**src/rtl/core/dh_forward_kinematics_6dof_top_assert.svh**
```systemverilog
// Assertion macros for the arm pose block.
`ifndef DH_FORWARD_KINEMATICS_6DOF_TOP_ASSERT_SVH
`define DH_FORWARD_KINEMATICS_6DOF_TOP_ASSERT_SVH

// Same-cycle implication, sampled on clk, off during reset.
`define DHFK_ASSERT_IMP(name, ante, cons) \
  name: assert property (@(posedge clk) disable iff (rst) (ante) |-> (cons)) \
    else $error("dhfk: same-cycle check failed");

// Next-cycle implication, sampled on clk, off during reset.
`define DHFK_ASSERT_NEXT(name, ante, cons) \
  name: assert property (@(posedge clk) disable iff (rst) (ante) |=> (cons)) \
    else $error("dhfk: next-cycle check failed");

`endif

```
**src/rtl/core/dhfk_pkg.sv**
```systemverilog
// Shared types, constants and tables of the arm pose block.
`default_nettype none
package dhfk_pkg;

  localparam int ANGLE_BITS_DEF = 16;
  localparam int JOINT_COUNT    = 6;
  localparam int CORDIC_STEPS   = 24;
  localparam int STEP_W         = 5;
  localparam int PHASE_W        = 32;
  localparam int TRIG_W         = 32;
  localparam int TRIG_FRAC      = 30;
  localparam int POS_FRAC       = 8;
  localparam int LEN_W          = 16;
  localparam int LP_W           = 26;
  localparam int POS_W          = 32;
  localparam int OUT_ROT_W      = 16;
  localparam int OUT_POS_W      = 20;
  localparam int CFG_INDEX_W    = 3;
  localparam int QUEUE_DEPTH    = 2;
  localparam int JOINT_W        = 3;
  localparam int ROW_W          = 2;

  localparam logic signed [TRIG_W-1:0] CORDIC_GAIN_INV = 32'sd652032874;
  localparam logic signed [TRIG_W-1:0] TRIG_ONE        = 32'sd1073741824;
  localparam int ROT_LIMIT = 16384;
  localparam int POS_MAX   = 524287;
  localparam int POS_MIN   = -524288;

  // Register indexes of the configuration port.
  typedef enum logic [CFG_INDEX_W-1:0] {
    REG_BASE_HEIGHT      = 3'd0,
    REG_UPPER_ARM_LENGTH = 3'd1,
    REG_FOREARM_LENGTH   = 3'd2,
    REG_WRIST1_OFFSET    = 3'd3,
    REG_WRIST2_OFFSET    = 3'd4,
    REG_TOOL_OFFSET      = 3'd5
  } reg_index_t;

  // Joint numbers along the chain.
  localparam logic [JOINT_W-1:0] JNT_BASE   = 3'd0;
  localparam logic [JOINT_W-1:0] JNT_SHLDR  = 3'd1;
  localparam logic [JOINT_W-1:0] JNT_ELBOW  = 3'd2;
  localparam logic [JOINT_W-1:0] JNT_WRIST1 = 3'd3;
  localparam logic [JOINT_W-1:0] JNT_WRIST2 = 3'd4;
  localparam logic [JOINT_W-1:0] JNT_WRIST3 = 3'd5;

  typedef logic [LEN_W-1:0] len_t;
  typedef len_t [JOINT_COUNT-1:0] cfg_t;

  typedef logic signed [TRIG_W-1:0] trig_val_t;
  typedef logic signed [LP_W-1:0] lp_t;

  typedef struct packed {
    trig_val_t s;
    trig_val_t c;
  } trig_t;

  // One queue entry: sin/cos of every joint, plus the rotated arm lengths
  // of shoulder (element 0) and elbow (element 1).
  typedef struct packed {
    trig_t [JOINT_COUNT-1:0] trig;
    lp_t [1:0] lp_c;
    lp_t [1:0] lp_s;
  } joint_set_t;

  typedef struct packed {
    logic full;
    logic empty;
  } q_stat_t;

  typedef enum logic [1:0] {F_IDLE, F_ROT, F_LEN, F_PUSH} front_state_t;
  typedef enum logic [1:0] {B_IDLE, B_RUN, B_DRAIN, B_DONE} back_state_t;

  // atan(2^-i), one turn = 2^32.
  function automatic logic [PHASE_W-1:0] atan_lut(input logic [STEP_W-1:0] i);
    logic [PHASE_W-1:0] v;
    case (i)
      5'd0:  v = 32'd536870912;
      5'd1:  v = 32'd316933406;
      5'd2:  v = 32'd167458907;
      5'd3:  v = 32'd85004756;
      5'd4:  v = 32'd42667331;
      5'd5:  v = 32'd21354465;
      5'd6:  v = 32'd10679838;
      5'd7:  v = 32'd5340245;
      5'd8:  v = 32'd2670163;
      5'd9:  v = 32'd1335087;
      5'd10: v = 32'd667544;
      5'd11: v = 32'd333772;
      5'd12: v = 32'd166886;
      5'd13: v = 32'd83443;
      5'd14: v = 32'd41722;
      5'd15: v = 32'd20861;
      5'd16: v = 32'd10430;
      5'd17: v = 32'd5215;
      5'd18: v = 32'd2608;
      5'd19: v = 32'd1304;
      5'd20: v = 32'd652;
      5'd21: v = 32'd326;
      5'd22: v = 32'd163;
      5'd23: v = 32'd81;
      default: v = '0;
    endcase
    return v;
  endfunction

endpackage
`default_nettype wire

```
**src/rtl/core/dhfk_queue.sv**
```systemverilog
// Two-entry queue of joint sin/cos sets between front and back.
`default_nettype none
module dhfk_queue import dhfk_pkg::*; (
  input  logic       clk,
  input  logic       rst,
  input  logic       push,
  input  joint_set_t wdata,
  input  logic       pop,
  output joint_set_t rdata,
  output q_stat_t    stat
);
  localparam int PTR_W = (QUEUE_DEPTH > 1) ? $clog2(QUEUE_DEPTH) : 1;
  localparam int CNT_W = $clog2(QUEUE_DEPTH + 1);

  joint_set_t mem [QUEUE_DEPTH];
  logic [PTR_W-1:0] wr_ptr;
  logic [PTR_W-1:0] rd_ptr;
  logic [CNT_W-1:0] count;

  always_ff @(posedge clk) begin
    if (rst) begin
      wr_ptr <= '0;
      rd_ptr <= '0;
      count  <= '0;
    end else begin
      if (push) begin
        wr_ptr <= (wr_ptr == PTR_W'(QUEUE_DEPTH - 1)) ? '0 : wr_ptr + 1'b1;
      end
      if (pop) begin
        rd_ptr <= (rd_ptr == PTR_W'(QUEUE_DEPTH - 1)) ? '0 : rd_ptr + 1'b1;
      end
      if (push && !pop) begin
        count <= count + 1'b1;
      end else if (pop && !push) begin
        count <= count - 1'b1;
      end
    end
  end

  always_ff @(posedge clk) begin
    if (push) begin
      mem[wr_ptr] <= wdata;
    end
  end

  assign rdata      = mem[rd_ptr];
  assign stat.full  = (count == CNT_W'(QUEUE_DEPTH));
  assign stat.empty = (count == '0);
endmodule
`default_nettype wire

```
**config.mk**
```make
export PLATFORM = sky130hd
export DESIGN_NAME = dhfk_queue
export DESIGN_NICKNAME = d
export VERILOG_FILES = /design/src/rtl/core/dh_forward_kinematics_6dof_top_assert.svh /design/src/rtl/core/dhfk_pkg.sv /design/src/rtl/core/dhfk_queue.sv
export SDC_FILE = /design/constraint.sdc
export NUM_CORES = 1
export LEC_CHECK = 0
export ABC_AREA = 1
export BUFFER_PORTS_ARGS = -buffer_cell sky130_fd_sc_hd__buf_4
export CORE_AREA = 2 2 377 379
export CTS_BUF_LIST = sky130_fd_sc_hd__clkbuf_2
export DETAILED_ROUTE_END_ITERATION = 10
export DIE_AREA = 0 0 379 381
export GPL_TIMING_DRIVEN = 0
export SLEW_MARGIN = 40
export SYNTH_ARGS = -nofsm -noshare
export SYNTH_HDL_FRONTEND = slang
export SYNTH_SLANG_ARGS = --single-unit
```
**constraint.sdc**
```tcl
create_clock -name clk -period 79.2 [get_ports clk]
set_input_delay 15.84 -clock clk [delete_from_list [all_inputs] [get_ports clk]]
set_output_delay 15.84 -clock clk [all_outputs]
set_load 0.005 [all_outputs]
```
==> metrics.txt <==
status=finished, final reports clean; worst-path fanout max=10; Die W=379 um; hpwl dp=82.1 mm; R2R Setup Slk=roughly 76000 ps; register bit total from synthesis=981; Req. time, crit path=about 63000 ps; final net count=roughly 3400; GR peak layer=met2; RSZ-0062 raised after global routing=false; Clock Path Buffers=4; WL final=109 mm; Tmin final=19060 ps; Slew Limit Fails=0; H-tree depth=5; area added between synthesis and finish=34.9%; met1 Track Usage GR=between 10% and 20%; layout cells sized above 1=between 60% and 70%; chip height=between 300 and 400 um; met2 Usage GRT=around a quarter; final setup TNS=0 ps; PwrDens=22.4 nW/um^2; core region area=141000 sq um; grt met3 use=approximately 8.2%; slew at the pin with the worst max-slew slack=between 900 and 1000 ps; Synth cell types=18; Peak VDD IR=approximately 0.015 mV; number of global-route vias before repair=between 20000 and 25000; first-pass GRT wire length=between 100 and 150 mm; Mapped Avg Cell Area=~24 sq um; Initial Util=between 20% and 30%; WHS=about 530 ps; post-CTS setup buffers=0; hold path startpoint=rd_ptr; worst skew pair latency=around 1400 ps; kind of critical path=reg2out; fillers=~13000; Max-Cap Viols=0; Fmax=approximately 52 MHz; vias per inst=4.08; via count=20000; Worst setup EP type=primary output; Synth warnings=0; initial antenna violation count=30; Routed wire per std cell=between 20 and 25 um; CTS Buf Count=283; gp weighted congestion=~0.76; Syn Nets=2044; DR pass1 iterations=4; R2R Path End=mem[0][191]; Final Skew=108 ps; worst endpoint data arrival time=around 3200 ps; Reg clk slew, reported paths=around 100 ps; CP Launch Type=register; root buffer cell=clkbuf_2; CTS tree=yes; Hold EP=rd_ptr; Finished Layout Cells=4916; CTS Hold Buffers Added=0; row count=~140; Netlist Area Pre-Place=37200 sq um; Tcrit/Tclk final=about a quarter; die area=144000 sq um; num ports=982; class of the worst hold path=reg2reg; Leakage Power=19.9 nW; # port buffers=between 900 and 1000; GRT overflow=0; fraction of the yosys area taken by sequential cells=79.1%; placed cells=approximately 4500; largest net degree at the start of global routing=around 70; final core utilization=between 30% and 40%; initial DRC count=a little under 800; Final ANT Viol Nets=0; gr usage total=roughly 15%; CTS resizes=0; Hold Crit Depth=2; Worst slew margin=36.0%; clk sinks=between 900 and 1000; reg2reg start=wr_ptr; FF-to-FF path depth=11; # DRC=0; Setup Viol. Count Final=0; Post-Synthesis Cells=around 1600; endpoints failing hold=0
-- worst max-delay path: stages, from the launching register on --
cell     delay [ps]
dfxtp_1         350
buf_6           230
buf_8           270
buf_6           320
mux2_4          360
buf_4           170
-- layout make-up --
class                           count  area [sq um]  area share (%)
Antenna cell                       13          32.5          0.0649
Buffer                             54           639            1.27
Clock buffer                      400          2000            3.99
Clock inverter                     39           260           0.519
Inverter                            9          41.3          0.0823
Multi-Input combinational cell    507          7100            14.2
Sequential cell                   981         29400            58.6
Tap cell                         1890          2360            4.72
Timing Repair Buffer             1023          8310            16.6
-- cells by family (layout without fill, tap and decap cells) --
family / Yosys count / in the layout / synth area share (%)
other: 0 / 13 / 0
AO/OA/AOI/OAI: 2 / 2 / 0.0269
XOR/XNOR: 1 / 1 / 0.0236
AND/OR/NAND/NOR: 15 / 15 / 0.165
adder cells (fa/ha/maj): 1 / 1 / 0.0337
flip-flops: 981 / 981 / 79.1
buffers and inverters: 63 / 1525 / 1.81
multiplexers: 488 / 488 / 18.8
-- power by group --
group	leakage, nW	switching (mW)	internal (mW)
clock	1.80	0.204	0.145
sequential	9.20	0.00584	0.601
combinational	8.90	0.0721	0.0954
total	19.9	0.282	0.842
-- synth_stat cells (all sizes together) --
| master | number | share of area [%] |
|---|---|---|
| nor2 | 7 | 0.071 |
| a21oi | 1 | 0.013 |
| dfxtp | 5 | 0.27 |
| nand3 | 1 | 0.013 |
| buf | 54 | 1.7 |
| nand2 | 5 | 0.050 |
| o21ai | 1 | 0.013 |
| edfxtp | 976 | 79 |
| mux2 | 488 | 19 |
| inv | 9 | 0.091 |
| nand4 | 1 | 0.017 |
| xnor2 | 1 | 0.024 |
| ha | 1 | 0.034 |
| nor3 | 1 | 0.013 |
-- metrics by stage --
stage	setup slack [ps]	power (mW)	instance area, sq um
finish	60140	1.12	50200
CTS	59680	1.15	50100
detailed placement	60630	0.790	47900
global placement	26920	0.811	46900
floorplan	41580	0.709	37200
global route	59720	1.18	50100
-- layout by cell type (no fill, tap or decap) --
cell	n
inv_1	8
buf_16	25
nand3_1	1
buf_8	39
nor3_1	1
edfxtp_1	976
clkbuf_2	400
inv_8	1
nor2_1	6
o21ai_0	1
buf_6	23
clkinv_1	25
mux2_2	88
clkinv_2	7
inv_2	3
diode_2	13
buf_2	7
dfxtp_1	5
ha_1	1
nand2_1	5
buf_4	983
mux2_4	400
nor2_4	1
a21oi_1	1
bufinv_16	4
xnor2_1	1
nand4_1	1
-- sequential cells by signal, indices dropped and copies added (netlist names), named ones only --
signal / flops
mem: 976
wr_ptr: 1
count: 2
rd_ptr: 1
-- routing by layer --
metal	part of all wire [%]	vias up
met4	2.3	2
met5	0.012	-
met2	52	944
met1	33	9908
li1	-	8970
met3	12	212
-- worst max-delay path by stage --
stage	start	endpoint	cells past startpoint
global route	register	rdata[309]	5
detailed placement	push	mem[0][191]	13
floorplan	push	mem[0][0]	2
global placement	push	mem[0][241]	3
finish	register	rdata[309]	5
CTS	register	rdata[309]	5
(Power assumes the default switching activity.)
